**config.mk**
```make
export PLATFORM = sky130hd
export DESIGN_NAME = safety_interlock_sweep_controller_top
export DESIGN_NICKNAME = d
export VERILOG_FILES = /design/src/design/sic_pkg.sv /design/src/design/sic_csr.sv /design/src/design/sic_range_calc.sv /design/src/design/sic_sweep_step.sv /design/src/design/safety_interlock_sweep_controller_top.sv
export SDC_FILE = /design/constraint.sdc
export NUM_CORES = 1
export LEC_CHECK = 0
export BUFFER_PORTS_ARGS = -buffer_cell sky130_fd_sc_hd__buf_2
export CORE_UTILIZATION = 55
export CTS_CLUSTER_SIZE = 40
export DETAILED_ROUTE_END_ITERATION = 12
export PLACE_DENSITY = 0.73
export SLEW_MARGIN = 10
export SYNTH_ARGS = -nofsm -noshare
export SYNTH_HDL_FRONTEND = slang
export SYNTH_SLANG_ARGS = --single-unit
```
**constraint.sdc**
```tcl
create_clock -name clock -period 11.5 [get_ports clock]
set_input_delay 1.15 -clock clock [delete_from_list [all_inputs] [get_ports clock]]
set_output_delay 1.15 -clock clock [all_outputs]
set_load 0.1 [all_outputs]
```
**src/design/sic_pkg.sv**
```systemverilog
// Shared types, constants and helper functions for the safety interlock sweep controller.
// Every design file and the checker import this package; it depends on nothing else.
`default_nettype none

package sic_pkg;

   localparam int CMD_W       = 2;
   localparam int ECHO_W      = 16;
   localparam int PRESS_W     = 40;
   localparam int THRESH_W    = 10;
   localparam int DEBOUNCE_W  = 24;
   localparam int TIMEOUT_W   = 16;
   localparam int STEP_W      = 7;
   localparam int RANGE_W     = 11;
   localparam int ANGLE_W     = 8;
   localparam int MODE_W      = 2;
   localparam int CSR_INDEX_W = 2;
   localparam int CSR_DATA_W  = 24;

   localparam int SWEEP_MAX_DEG_DEFAULT = 180;
   localparam int DUTY_BITS_DEFAULT     = 13;

   localparam logic [CMD_W-1:0] CMD_TICK  = 2'd0;
   localparam logic [CMD_W-1:0] CMD_RANGE = 2'd1;
   localparam logic [CMD_W-1:0] CMD_PRESS = 2'd2;

   localparam logic [CSR_INDEX_W-1:0] CSR_BREACH_THRESHOLD = 2'd0;
   localparam logic [CSR_INDEX_W-1:0] CSR_DEBOUNCE         = 2'd1;
   localparam logic [CSR_INDEX_W-1:0] CSR_ECHO_TIMEOUT     = 2'd2;
   localparam logic [CSR_INDEX_W-1:0] CSR_SWEEP_STEP       = 2'd3;

   localparam logic [THRESH_W-1:0]   THRESH_RESET   = 10'd200;
   localparam logic [DEBOUNCE_W-1:0] DEBOUNCE_RESET = 24'd200000;
   localparam logic [TIMEOUT_W-1:0]  TIMEOUT_RESET  = 16'd30000;
   localparam logic [STEP_W-1:0]     STEP_RESET     = 7'd2;

   localparam logic [MODE_W-1:0] MODE_CODE_RUN     = 2'd0;
   localparam logic [MODE_W-1:0] MODE_CODE_BREACH  = 2'd1;
   localparam logic [MODE_W-1:0] MODE_CODE_ARM_OFF = 2'd2;
   localparam logic [MODE_W-1:0] MODE_CODE_WAIT    = 2'd3;

   // The range is floor(echo * 343 / 20000). Multiplying by the rounded-up
   // reciprocal scaled by 2^31 gives the exact floor for every 16-bit echo.
   localparam int                RANGE_K_W   = 26;
   localparam logic [RANGE_K_W-1:0] RANGE_K  = 26'd36829345;
   localparam int                RANGE_SHIFT = 31;
   localparam int                PROD_W      = ECHO_W + RANGE_K_W;
   localparam logic [RANGE_W-1:0] RANGE_MAX  = 11'd1023;
   localparam logic signed [RANGE_W-1:0] RANGE_NONE = -11'sd1;

   localparam int DUTY_AT_ZERO  = 205;
   localparam int DUTY_AT_FULL  = 983;
   localparam int DUTY_SPAN_DEG = 180;
   localparam int ANGLE_COUNT   = 1 << ANGLE_W;

   typedef enum logic [3:0] {
      MODE_RUN     = 4'b0001,
      MODE_BREACH  = 4'b0010,
      MODE_ARM_OFF = 4'b0100,
      MODE_WAIT    = 4'b1000
   } mode_type;

   typedef struct packed {
      logic [THRESH_W-1:0]   breach_threshold_cm;
      logic [DEBOUNCE_W-1:0] debounce_us;
      logic [TIMEOUT_W-1:0]  echo_timeout_us;
      logic [STEP_W-1:0]     sweep_step_deg;
   } cfg_type;

   function automatic logic [MODE_W-1:0] mode_code(input mode_type mode);
      logic [MODE_W-1:0] code;
      unique case (mode)
         MODE_RUN:     code = MODE_CODE_RUN;
         MODE_BREACH:  code = MODE_CODE_BREACH;
         MODE_ARM_OFF: code = MODE_CODE_ARM_OFF;
         MODE_WAIT:    code = MODE_CODE_WAIT;
         default:      code = MODE_CODE_ARM_OFF;
      endcase
      return code;
   endfunction

   // Evaluated only at elaboration to fill the angle-to-duty table.
   function automatic int duty_of_angle(input int angle, input int duty_bits);
      int duty;
      int top;
      duty = DUTY_AT_ZERO + angle * (DUTY_AT_FULL - DUTY_AT_ZERO) / DUTY_SPAN_DEG;
      top  = (1 << duty_bits) - 1;
      return (duty > top) ? top : duty;
   endfunction

endpackage

`default_nettype wire

```
**src/design/sic_csr.sv**
```systemverilog
// Configuration register file of the safety interlock sweep controller.
// Depends on sic_pkg for the register indexes, widths and reset values.
`default_nettype none

module sic_csr
   import sic_pkg::*;
(
   input  wire logic                   clock,
   input  wire logic                   reset,
   input  wire logic                   csr_valid,
   output logic                        csr_ready,
   input  wire logic [CSR_INDEX_W-1:0] csr_index,
   input  wire logic [CSR_DATA_W-1:0]  csr_data,
   output cfg_type                     cfg
);

   cfg_type cfg_ff;
   cfg_type cfg_in;

   assign csr_ready = 1'b1;
   assign cfg       = cfg_ff;

   always_comb begin
      cfg_in = cfg_ff;
      if (csr_valid) begin
         unique case (csr_index)
            CSR_BREACH_THRESHOLD: cfg_in.breach_threshold_cm = csr_data[THRESH_W-1:0];
            CSR_DEBOUNCE:         cfg_in.debounce_us         = csr_data[DEBOUNCE_W-1:0];
            CSR_ECHO_TIMEOUT:     cfg_in.echo_timeout_us     = csr_data[TIMEOUT_W-1:0];
            CSR_SWEEP_STEP:       cfg_in.sweep_step_deg      = csr_data[STEP_W-1:0];
            default:              cfg_in = cfg_ff;
         endcase
      end
   end

   always_ff @(posedge clock) begin
      if (reset) begin
         cfg_ff.breach_threshold_cm <= THRESH_RESET;
         cfg_ff.debounce_us         <= DEBOUNCE_RESET;
         cfg_ff.echo_timeout_us     <= TIMEOUT_RESET;
         cfg_ff.sweep_step_deg      <= STEP_RESET;
      end else begin
         cfg_ff <= cfg_in;
      end
   end

endmodule

`default_nettype wire

```
**src/design/sic_range_calc.sv**
```systemverilog
// Echo width to range conversion with timeout and breach detection.
// Depends on sic_pkg for the fixed-point reciprocal and field widths.
`default_nettype none

module sic_range_calc
   import sic_pkg::*;
(
   input  wire logic [ECHO_W-1:0]    echo_width_us,
   input  wire logic                 echo_missing,
   input  wire logic [TIMEOUT_W-1:0] echo_timeout_us,
   input  wire logic [THRESH_W-1:0]  breach_threshold_cm,
   output logic                      timed_out,
   output logic [RANGE_W-1:0]        range_cm,
   output logic                      breach
);

   logic [PROD_W-1:0]  product;
   logic [RANGE_W-1:0] quotient;

   assign product   = PROD_W'(echo_width_us) * PROD_W'(RANGE_K);
   assign quotient  = product[RANGE_SHIFT +: RANGE_W];
   assign timed_out = echo_missing || (echo_width_us > echo_timeout_us);
   assign range_cm  = (quotient > RANGE_MAX) ? RANGE_MAX : quotient;
   assign breach    = (range_cm != '0) && (range_cm < {1'b0, breach_threshold_cm});

endmodule

`default_nettype wire

```
**src/design/sic_sweep_step.sv**
```systemverilog
// Servo sweep stepping with bounce at both ends, and the angle-to-duty table.
// Depends on sic_pkg for widths and the duty mapping function.
`default_nettype none

module sic_sweep_step
   import sic_pkg::*;
#(
   parameter int SWEEP_MAX_DEG = SWEEP_MAX_DEG_DEFAULT,
   parameter int DUTY_BITS     = DUTY_BITS_DEFAULT
) (
   input  wire logic [ANGLE_W-1:0] pos,
   input  wire logic               dir_down,
   input  wire logic [STEP_W-1:0]  step,
   output logic [ANGLE_W-1:0]      pos_next,
   output logic                    dir_down_next,
   output logic [DUTY_BITS-1:0]    duty_next
);

   localparam int SUM_W = ANGLE_W + 2;

   logic signed [SUM_W-1:0] moved_pos;
   logic [DUTY_BITS-1:0]    duty_lut [ANGLE_COUNT];

   for (genvar g = 0; g < ANGLE_COUNT; g++) begin : g_duty_lut
      assign duty_lut[g] = DUTY_BITS'(duty_of_angle(g, DUTY_BITS));
   end

   always_comb begin
      if (dir_down) begin
         moved_pos = $signed(SUM_W'(pos)) - $signed(SUM_W'(step));
      end else begin
         moved_pos = $signed(SUM_W'(pos)) + $signed(SUM_W'(step));
      end
      pos_next      = moved_pos[ANGLE_W-1:0];
      dir_down_next = dir_down;
      if (moved_pos >= $signed(SUM_W'(SWEEP_MAX_DEG))) begin
         pos_next      = ANGLE_W'(SWEEP_MAX_DEG);
         dir_down_next = 1'b1;
      end else if (moved_pos <= $signed(SUM_W'(0))) begin
         pos_next      = '0;
         dir_down_next = 1'b0;
      end
   end

   assign duty_next = duty_lut[pos_next];

endmodule

`default_nettype wire

```
**src/design/safety_interlock_sweep_controller_top.sv**
```systemverilog
// Top level of the safety interlock sweep controller: input register, lockout state,
// result register. Depends on sic_pkg, sic_csr, sic_range_calc and sic_sweep_step.
//
//   channel   prefix  direction  contents
//   request   req_    in         cmd, arm switch, echo width, echo missing, press time
//   response  rsp_    out        mode, lamps, alarm, range, fouled, angle, duty, written
//   config    csr_    in         register index and write data, always ready
//
// An item is held in the input register; the lockout, range and sweep logic then writes
// its result into the output register, and one item is taken every cycle while the
// response side keeps up.
// A stalled response holds the input register; the request side then stalls one item later.
// Reset is synchronous and restores the lockout state and valid flags, not the result fields.
`default_nettype none

module safety_interlock_sweep_controller_top
   import sic_pkg::*;
#(
   parameter int SWEEP_MAX_DEG = SWEEP_MAX_DEG_DEFAULT,
   parameter int DUTY_BITS     = DUTY_BITS_DEFAULT
) (
   input  wire logic                   clock,
   input  wire logic                   reset,

   input  wire logic                   req_valid,
   output logic                        req_ready,
   input  wire logic [CMD_W-1:0]       req_cmd,
   input  wire logic                   req_arm_switch,
   input  wire logic [ECHO_W-1:0]      req_echo_width_us,
   input  wire logic                   req_echo_missing,
   input  wire logic [PRESS_W-1:0]     req_press_time_us,

   output logic                        rsp_valid,
   input  wire logic                   rsp_ready,
   output logic [MODE_W-1:0]           rsp_mode,
   output logic                        rsp_fault_lamp,
   output logic                        rsp_active_lamp,
   output logic                        rsp_alarm_on,
   output logic signed [RANGE_W-1:0]   rsp_range_cm,
   output logic                        rsp_zone_fouled,
   output logic [ANGLE_W-1:0]          rsp_servo_angle,
   output logic [DUTY_BITS-1:0]        rsp_servo_duty,
   output logic                        rsp_duty_written,

   input  wire logic                   csr_valid,
   output logic                        csr_ready,
   input  wire logic [CSR_INDEX_W-1:0] csr_index,
   input  wire logic [CSR_DATA_W-1:0]  csr_data
);

   cfg_type cfg;

   logic                 in_valid_ff, in_valid_in;
   logic [CMD_W-1:0]     cmd_ff;
   logic                 arm_ff;
   logic [ECHO_W-1:0]    echo_ff;
   logic                 missing_ff;
   logic [PRESS_W-1:0]   press_ff;

   mode_type             mode_ff, mode_in;
   logic                 fault_ff, fault_in;
   logic                 active_ff, active_in;
   logic                 breach_pend_ff, breach_pend_in;
   logic                 reset_pend_ff, reset_pend_in;
   logic                 fouled_ff, fouled_in;
   logic                 prior_breach_ff, prior_breach_in;
   logic signed [RANGE_W-1:0] range_ff, range_in;
   logic [ANGLE_W-1:0]   pos_ff, pos_in;
   logic                 dir_down_ff, dir_down_in;
   logic [DUTY_BITS-1:0] duty_ff, duty_in;
   logic [PRESS_W-1:0]   last_press_ff, last_press_in;
   logic                 moved;

   logic                 rsp_valid_ff, rsp_valid_in;
   logic [MODE_W-1:0]    rsp_mode_ff;
   logic                 rsp_fault_ff, rsp_active_ff, rsp_alarm_ff, rsp_fouled_ff;
   logic signed [RANGE_W-1:0] rsp_range_ff;
   logic [ANGLE_W-1:0]   rsp_angle_ff;
   logic [DUTY_BITS-1:0] rsp_duty_ff;
   logic                 rsp_written_ff;

   logic                 advance;
   logic                 req_accept;

   logic                 timed_out;
   logic [RANGE_W-1:0]   calc_range;
   logic                 calc_breach;
   logic [ANGLE_W-1:0]   sweep_pos_next;
   logic                 sweep_dir_next;
   logic [DUTY_BITS-1:0] sweep_duty_next;
   logic [PRESS_W-1:0]   press_delta;

   sic_csr u_csr (
      .clock     (clock),
      .reset     (reset),
      .csr_valid (csr_valid),
      .csr_ready (csr_ready),
      .csr_index (csr_index),
      .csr_data  (csr_data),
      .cfg       (cfg)
   );

   sic_range_calc u_range (
      .echo_width_us       (echo_ff),
      .echo_missing        (missing_ff),
      .echo_timeout_us     (cfg.echo_timeout_us),
      .breach_threshold_cm (cfg.breach_threshold_cm),
      .timed_out           (timed_out),
      .range_cm            (calc_range),
      .breach              (calc_breach)
   );

   sic_sweep_step #(
      .SWEEP_MAX_DEG (SWEEP_MAX_DEG),
      .DUTY_BITS     (DUTY_BITS)
   ) u_sweep (
      .pos           (pos_ff),
      .dir_down      (dir_down_ff),
      .step          (cfg.sweep_step_deg),
      .pos_next      (sweep_pos_next),
      .dir_down_next (sweep_dir_next),
      .duty_next     (sweep_duty_next)
   );

   assign advance     = in_valid_ff && (!rsp_valid_ff || rsp_ready);
   assign req_ready   = !in_valid_ff || advance;
   assign req_accept  = req_valid && req_ready;
   assign in_valid_in = req_accept || (in_valid_ff && !advance);
   assign press_delta = press_ff - last_press_ff;

   always_comb begin
      mode_in         = mode_ff;
      fault_in        = fault_ff;
      active_in       = active_ff;
      breach_pend_in  = breach_pend_ff;
      reset_pend_in   = reset_pend_ff;
      fouled_in       = fouled_ff;
      prior_breach_in = prior_breach_ff;
      range_in        = range_ff;
      pos_in          = pos_ff;
      dir_down_in     = dir_down_ff;
      duty_in         = duty_ff;
      last_press_in   = last_press_ff;
      moved           = 1'b0;
      if (advance) begin
         unique case (cmd_ff)
            CMD_TICK: begin
               if (!arm_ff) begin
                  mode_in       = MODE_ARM_OFF;
                  fault_in      = 1'b1;
                  active_in     = 1'b0;
                  reset_pend_in = 1'b0;
               end else begin
                  if (mode_in == MODE_ARM_OFF) begin
                     mode_in = MODE_WAIT;
                  end
                  if (breach_pend_ff) begin
                     breach_pend_in = 1'b0;
                     mode_in        = MODE_BREACH;
                     fault_in       = 1'b1;
                     active_in      = 1'b0;
                  end
                  if (reset_pend_ff) begin
                     reset_pend_in = 1'b0;
                     if ((mode_in == MODE_BREACH || mode_in == MODE_WAIT) && !fouled_ff) begin
                        mode_in   = MODE_RUN;
                        fault_in  = 1'b0;
                        active_in = 1'b1;
                     end
                  end
                  if (mode_in == MODE_BREACH && !fouled_ff) begin
                     mode_in = MODE_WAIT;
                  end
                  if (mode_in == MODE_RUN) begin
                     pos_in      = sweep_pos_next;
                     dir_down_in = sweep_dir_next;
                     duty_in     = sweep_duty_next;
                     moved       = 1'b1;
                  end
               end
            end
            CMD_RANGE: begin
               if (timed_out) begin
                  fouled_in = 1'b1;
                  range_in  = RANGE_NONE;
               end else begin
                  range_in        = $signed(calc_range);
                  fouled_in       = calc_breach;
                  prior_breach_in = calc_breach;
                  if (calc_breach && !prior_breach_ff) begin
                     breach_pend_in = 1'b1;
                  end
               end
            end
            CMD_PRESS: begin
               if (press_ff > last_press_ff && press_delta > PRESS_W'(cfg.debounce_us)) begin
                  last_press_in = press_ff;
                  reset_pend_in = 1'b1;
               end
            end
            default: begin
               mode_in = mode_ff;
            end
         endcase
      end
   end

   assign rsp_valid_in = advance || (rsp_valid_ff && !rsp_ready);

   always_ff @(posedge clock) begin
      if (reset) begin
         in_valid_ff     <= 1'b0;
         rsp_valid_ff    <= 1'b0;
         mode_ff         <= MODE_ARM_OFF;
         fault_ff        <= 1'b0;
         active_ff       <= 1'b0;
         breach_pend_ff  <= 1'b0;
         reset_pend_ff   <= 1'b0;
         fouled_ff       <= 1'b0;
         prior_breach_ff <= 1'b0;
         range_ff        <= RANGE_NONE;
         pos_ff          <= '0;
         dir_down_ff     <= 1'b0;
         duty_ff         <= '0;
         last_press_ff   <= '0;
      end else begin
         in_valid_ff     <= in_valid_in;
         rsp_valid_ff    <= rsp_valid_in;
         mode_ff         <= mode_in;
         fault_ff        <= fault_in;
         active_ff       <= active_in;
         breach_pend_ff  <= breach_pend_in;
         reset_pend_ff   <= reset_pend_in;
         fouled_ff       <= fouled_in;
         prior_breach_ff <= prior_breach_in;
         range_ff        <= range_in;
         pos_ff          <= pos_in;
         dir_down_ff     <= dir_down_in;
         duty_ff         <= duty_in;
         last_press_ff   <= last_press_in;
      end
   end

   always_ff @(posedge clock) begin
      if (req_accept) begin
         cmd_ff     <= req_cmd;
         arm_ff     <= req_arm_switch;
         echo_ff    <= req_echo_width_us;
         missing_ff <= req_echo_missing;
         press_ff   <= req_press_time_us;
      end
      if (advance) begin
         rsp_mode_ff    <= mode_code(mode_in);
         rsp_fault_ff   <= fault_in;
         rsp_active_ff  <= active_in;
         rsp_alarm_ff   <= (mode_in == MODE_BREACH);
         rsp_range_ff   <= range_in;
         rsp_fouled_ff  <= fouled_in;
         rsp_angle_ff   <= pos_in;
         rsp_duty_ff    <= duty_in;
         rsp_written_ff <= moved;
      end
   end

   assign rsp_valid        = rsp_valid_ff;
   assign rsp_mode         = rsp_mode_ff;
   assign rsp_fault_lamp   = rsp_fault_ff;
   assign rsp_active_lamp  = rsp_active_ff;
   assign rsp_alarm_on     = rsp_alarm_ff;
   assign rsp_range_cm     = rsp_range_ff;
   assign rsp_zone_fouled  = rsp_fouled_ff;
   assign rsp_servo_angle  = rsp_angle_ff;
   assign rsp_servo_duty   = rsp_duty_ff;
   assign rsp_duty_written = rsp_written_ff;

endmodule

`default_nettype wire

```
# Word level (Yosys, flattened, before mapping)
# Memory sizes are Yosys's and may differ from the RTL's.
# Index checks and enable logic that the tools add are counted.
# word_totals
regBits,241
rom_bits,3328
in_bits,91
output_inout_bits,42
word_cells,160
n_memories,1
# op_classes
addsub,3
n_mul,1
order_cmp,8
eq_ne,17
mux,59
bitwise,2
n_reduce_logical,37
# mem_list
name,depth,width,rd,rd_clocked_by_memory_dff,write_ports,line_no,source
(no name shown),256,13,1,0,0,sic_sweep_step.sv:45,assign duty_next = duty_lut[pos_next];
# op_table
cell,n
$mux W13,6
$mux W4,17
$mux W8,6
$mux W11,4
$mul A16 B26 Y42 const B,1
$gt A40 B24 Y1,1
$gt A40 B40 Y1,1
$sub A40 B40 Y40,1
$mux W1,22
$gt A16 B16 Y1,1
$eq A4 B2 Y1 const B,3
$gt A11 B10 Y1 const B,1
$lt A11 B10 Y1,1
$reduce_bool A11 Y1,1
$ge A10 B9 Y1 const B,1
$le A10 B1 Y1 const B,1
$mux W10,1
$reduce_and A2 Y1,5
$reduce_and A5 Y1,2
$add A8 B7 Y9,1
$ge A9 B9 Y1 const B,1
$logic_and A1 B1 Y1,9
$not A8 Y9,1
$reduce_and A3 Y1,3
other kinds (14),36

# Longest topological paths before layout
# logic_depth
word_depth,25
ltp_mapped,35
depth_no_buf,35

# Cells and area by module
# A second synthesis with hierarchy kept.
# hier_totals
hier_cells,2493
area_unflattened_um2,22390.2
# modules_own_cells
module,instances,cells_per_inst,area_each_um2,seq_area_each_um2
safety_interlock_sweep_controller_top,1,1017,10238.6,4674.5
sic_range_calc,1,753,6595.1,0.0
sic_sweep_step,1,493,3193.1,0.0
sic_csr,1,230,2363.5,1141.1

# Least setup slack after synthesis
# OpenSTA, ideal clock, no wires.
# synth_path
path_kind,reg-to-reg
start,reg echo_ff[10]
end,reg fouled_ff
setup_ps,86
arrival_ps,7741
slack_ps,3674
stages_incl_launch_ff,32
n_path_buf,1
path_cell_list,edfxtp_1 fa_1 inv_1 fa_1 fa_1 inv_1 fa_1 inv_1 fa_1 fa_1 inv_1 ha_1 and3_1 and2_1 nand2_1 o41ai_1 nor3_1 o41ai_1 xnor2_1 clkbuf_1 o21ai_0 ha_1 nor2b_1 o21ai_0 nand2b_1 a21oi_1 o21ai_0 nor3_1 nand3b_1 nand3_1 o41ai_2 a211oi_1
# synth_between
elab_chain_len,8
# synth_rtl
element,line_no,source
from (decl),safety_interlock_sweep_controller_top.sv:56,logic [ECHO_W-1:0] echo_ff;
from (signal assigned),safety_interlock_sweep_controller_top.sv:248,echo_ff <= req_echo_width_us;
$mul A16 B26 Y42,sic_range_calc.sv:20,assign product = PROD_W'(echo_width_us) * PROD_W'(RANGE_K);
$gt A11 B10 Y1,sic_range_calc.sv:23,assign range_cm = (quotient > RANGE_MAX) ? RANGE_MAX : quotient;
$mux W11,sic_range_calc.sv:23,
$lt A11 B10 Y1 / $reduce_bool A11 Y1 (equally long branches),sic_range_calc.sv:24,"assign breach = (range_cm != '0) && (range_cm < {1'b0, breach_threshold_cm});"
$logic_and A1 B1 Y1,sic_range_calc.sv:24,
$mux W1 *,safety_interlock_sweep_controller_top.sv:183,if (timed_out) begin
$mux W1 *,safety_interlock_sweep_controller_top.sv:146,unique case (cmd_ff)
$mux W1 *,safety_interlock_sweep_controller_top.sv:145,if (advance) begin
to (signal assigned),safety_interlock_sweep_controller_top.sv:234,fouled_ff <= fouled_in;
to (decl),safety_interlock_sweep_controller_top.sv:65,"logic fouled_ff, fouled_in;"
# Every way passes the cells marked *; elsewhere a longest branch is shown, timed or not.
# A chain may end at the register's enable or synchronous reset.

# Worst setup path in the final report
# Same ends and word-level chain as after synthesis.

==> results_dict.tcl <==
set metrics [dict create \
    num_io_pins 133 \
    ir_drop_v 0.000228 \
    post_cts_buffers 0 \
    drt_wl_total_um 60900 \
    grt_max_degree 98 \
    max_cap_viol_count 0 \
    period_minus_slack_ns 8.88 \
    fin_crit_sh 0.773 \
    cts_root_buffer "clkbuf_16" \
    synth_top_cell_by_area "ha_1" \
    port_buffers 131 \
    powerDensity_mw_per_mm2 194 \
    fin_skew_ns 0.0164 \
    fp.coreArea_mm2 0.0380 \
    cts_resized 0 \
    dpl.cell_count 2989 \
    clockBufferDepth 3 \
    synthDistinctLibCells 100 \
    comb_power_share 0.584 \
    critical_path_required_ns 11.98 \
    die_h_um 199 \
    grt_pass1_wl_um 95400 \
    switching_share 0.447 \
    end_kind "register" \
    cts.reportedPaths.clkPinSlew_ns 0.06 \
    wire_per_inst_um 20.0 \
    rsz0062_at_grt "no" \
    cts_buffers 28 \
    gp_congestion 1.00 \
    vias 18200 \
    netlist_area_mm2 0.0215 \
    async_flop_share 0 \
    clkPwrFrac 0.206 \
    syn_to_final_growth_pct 8.89 \
    postCtsHoldBufs 0 \
    fin_tns_setup_ns 0 \
    viasPerCell 5.97 \
    critPathLaunchType "register" \
    switchingPower_uw 2020 \
    power_frac_seq 0.210 \
    dieWidth_um 199 \
    synthSimpleGateAreaFrac 0.152 \
    netlist_top_cells_area "ha_1 16%, edfxtp_1 14%, dfxtp_1 13%" \
    synth-compound-area-share 0.194 \
    nNetsFinal 2975 \
    cts_tree "yes" \
    cpPeakStageDelay_ns 0.72 \
    synth_top_area_share 0.159 \
    dp_hpwl_um 46700 \
    synthAdderAreaFrac 0.256 \
    synth_top_family_by_area "adder cells" \
    path_max_fanout 14 \
    drc 0 \
    worstSetupPathType "register to register" \
    yosysWarnings 0 \
    p_int_uw 2500 \
    antenna_found_initial 0 \
    cp_common_cell "fa_1" \
    arrival_ns 9.37 \
    dr.first_iter.drc_count 1404 \
    avgSynthCellArea_um2 8.80 \
    diodes 0 \
    slew_viol_final 0 \
    clock_latency_ns 0.57 \
    synth_xor_xnor_area_share 0.0167 \
    max_freq_mhz 113 \
    dieArea_mm2 0.0398 \
    ys_ff_latch 241 \
    initial_utilization 0.564 \
    clock_sinks 241 \
    grt_usage 0.307 \
    finalSetupViolations 0 \
    syn_inst 2437 \
    synthFlopType "dfxtp_1" \
    crit_slowest_cell "fa_1" \
    htreeDepth 1 \
    drtPass1Iterations 8 \
    drive_gt1_frac 0.104 \
    synth_edf_count 99 \
    slew_headroom 0.195 \
    grt_pass1_vias 17500 \
    hold_path_class "register to register" \
    fp-row-count 71 \
    finalHoldViolCount 0 \
    status "complete, no violations" \
    synth_mux_area_frac 0.0288 \
    power_leakage_uw 0.0106 \
    gr-total-overflow 0 \
    seq_area_frac_synth 0.271 \
    tightest_slew_ns 1.20 \
    syn_nets 2904 \
    stdcell_count 3041 \
    ant_nets 0 \
]
-- area by class of cell --
class / count / area (um^2)
Clock buffer: 32 / 726
Sequential cell: 241 / 5820
Multi-Input combinational cell: 1761 / 13900
Inverter: 325 / 1220
Timing Repair Buffer: 151 / 808
Tap cell: 511 / 639
Fill cell: 3373 / 14700
Clock inverter: 20 / 249
-- flip-flops by register name, summed over array words and instances, names as in the netlist, 2 cells and up --
register and count:
last_press_ff 40, u_csr.cfg 57, duty_ff 13, cmd_ff 2
range_ff 11, echo_ff 16, pos_ff 8, press_ff 40
rsp_servo_duty 13, rsp_servo_angle 8, rsp_mode 2, rsp_range_cm 11
mode_ff 4
-- per-stage QoR --
step	hold slack, ns	power [uW]	area, um^2	setup slack, ns	util
after floorplan	0.436	2900	21500	3.67	-
after global placement	0.444	3510	22400	2.94	0.589
after detailed placement	0.449	3550	22400	2.73	0.589
after CTS	0.457	4510	23400	2.70	0.614
after global routing	0.483	4880	23400	2.06	0.614
final	0.457	4520	23400	2.62	0.614
-- cell families (layout without fill, tap and decap cells) --
| family | Yosys count | in the layout |
|---|---|---|
| buffers and inverters | 435 | 528 |
| multiplexers | 61 | 61 |
| other | 1 | 1 |
| flip-flops | 241 | 241 |
| XOR/XNOR | 41 | 41 |
| adder cells (fa/ha/maj) | 376 | 376 |
| AO/OA/AOI/OAI | 606 | 606 |
| AND/OR/NAND/NOR | 676 | 676 |
-- cell usage after synthesis, drive strengths merged (31+ instances only) --
| library cell | instances |
|---|---|
| inv | 325 |
| ha | 272 |
| nand2 | 215 |
| a21oi | 172 |
| nor2 | 168 |
| dfxtp | 142 |
| fa | 104 |
| o21ai | 103 |
| edfxtp | 99 |
| clkbuf | 83 |
| a21o | 57 |
| mux2i | 55 |
| nand3 | 44 |
| nor3 | 40 |
| nand4 | 36 |
| nor2b | 36 |
| a31oi | 31 |
-- cell usage in the layout, fill, tap and decap left out, drive strengths merged, types with 13 or more instances in the layout --
cell / count
or2: 27
o211ai: 17
o21ai: 103
clkbuf: 32
o22ai: 14
nor2: 168
a211o: 19
a21o: 57
dfxtp: 142
nand2b: 18
ha: 272
o21a: 25
fa: 104
mux2i: 55
edfxtp: 99
and3: 14
nand3: 44
buf: 151
a2111oi: 13
xnor2: 27
nand2: 215
or3: 13
xor2: 14
a31oi: 31
inv: 328
and2: 18
a211oi: 26
nor2b: 36
nand4: 36
a21oi: 172
nor3: 40
-- power by group through the flow --
stage	Combinational [uW]	Clock (uW)	Sequential (uW)
2_1_floorplan	1900	0	992
5_1_grt	2950	978	954
4_1_cts	2610	948	950
6_report	2640	931	950
3_3_place_gp	2550	0	967
3_5_place_dp	2580	0	968
-- layer usage --
metal | vias up | GRT usage | share of wire
met1 | 8546 | 0.422 | 0.44
met5 | - | 0 | 0
met2 | 759 | 0.477 | 0.44
met3 | 141 | 0.0618 | 0.080
li1 | 8718 | - | -
met4 | 0 | 0.111 | 0.038
-- worst paths after layout --
| path | startpoint | to | slack (ns) | cells past startpoint |
|---|---|---|---|---|
| setup / recovery | echo_ff[10] | fouled_ff | 2.62 | 30 |
| hold / removal | u_csr.cfg[43] | u_csr.cfg[43] | 0.46 | 2 |
| setup reg to reg | echo_ff[10] | fouled_ff | 2.62 | 30 |
| hold reg to reg | u_csr.cfg[43] | u_csr.cfg[43] | 0.46 | 2 |
-- worst max-delay path, delay by kind of cell, from the launching register on --
family | cells | cell delay (ns)
flops | 1 | 0.61
xor+xnor | 1 | 0.49
buf+inv | 4 | 0.24
fa+ha+maj | 8 | 3.97
simple gates | 9 | 1.19
compound gates | 8 | 2.30
(Power assumes the default switching activity.)
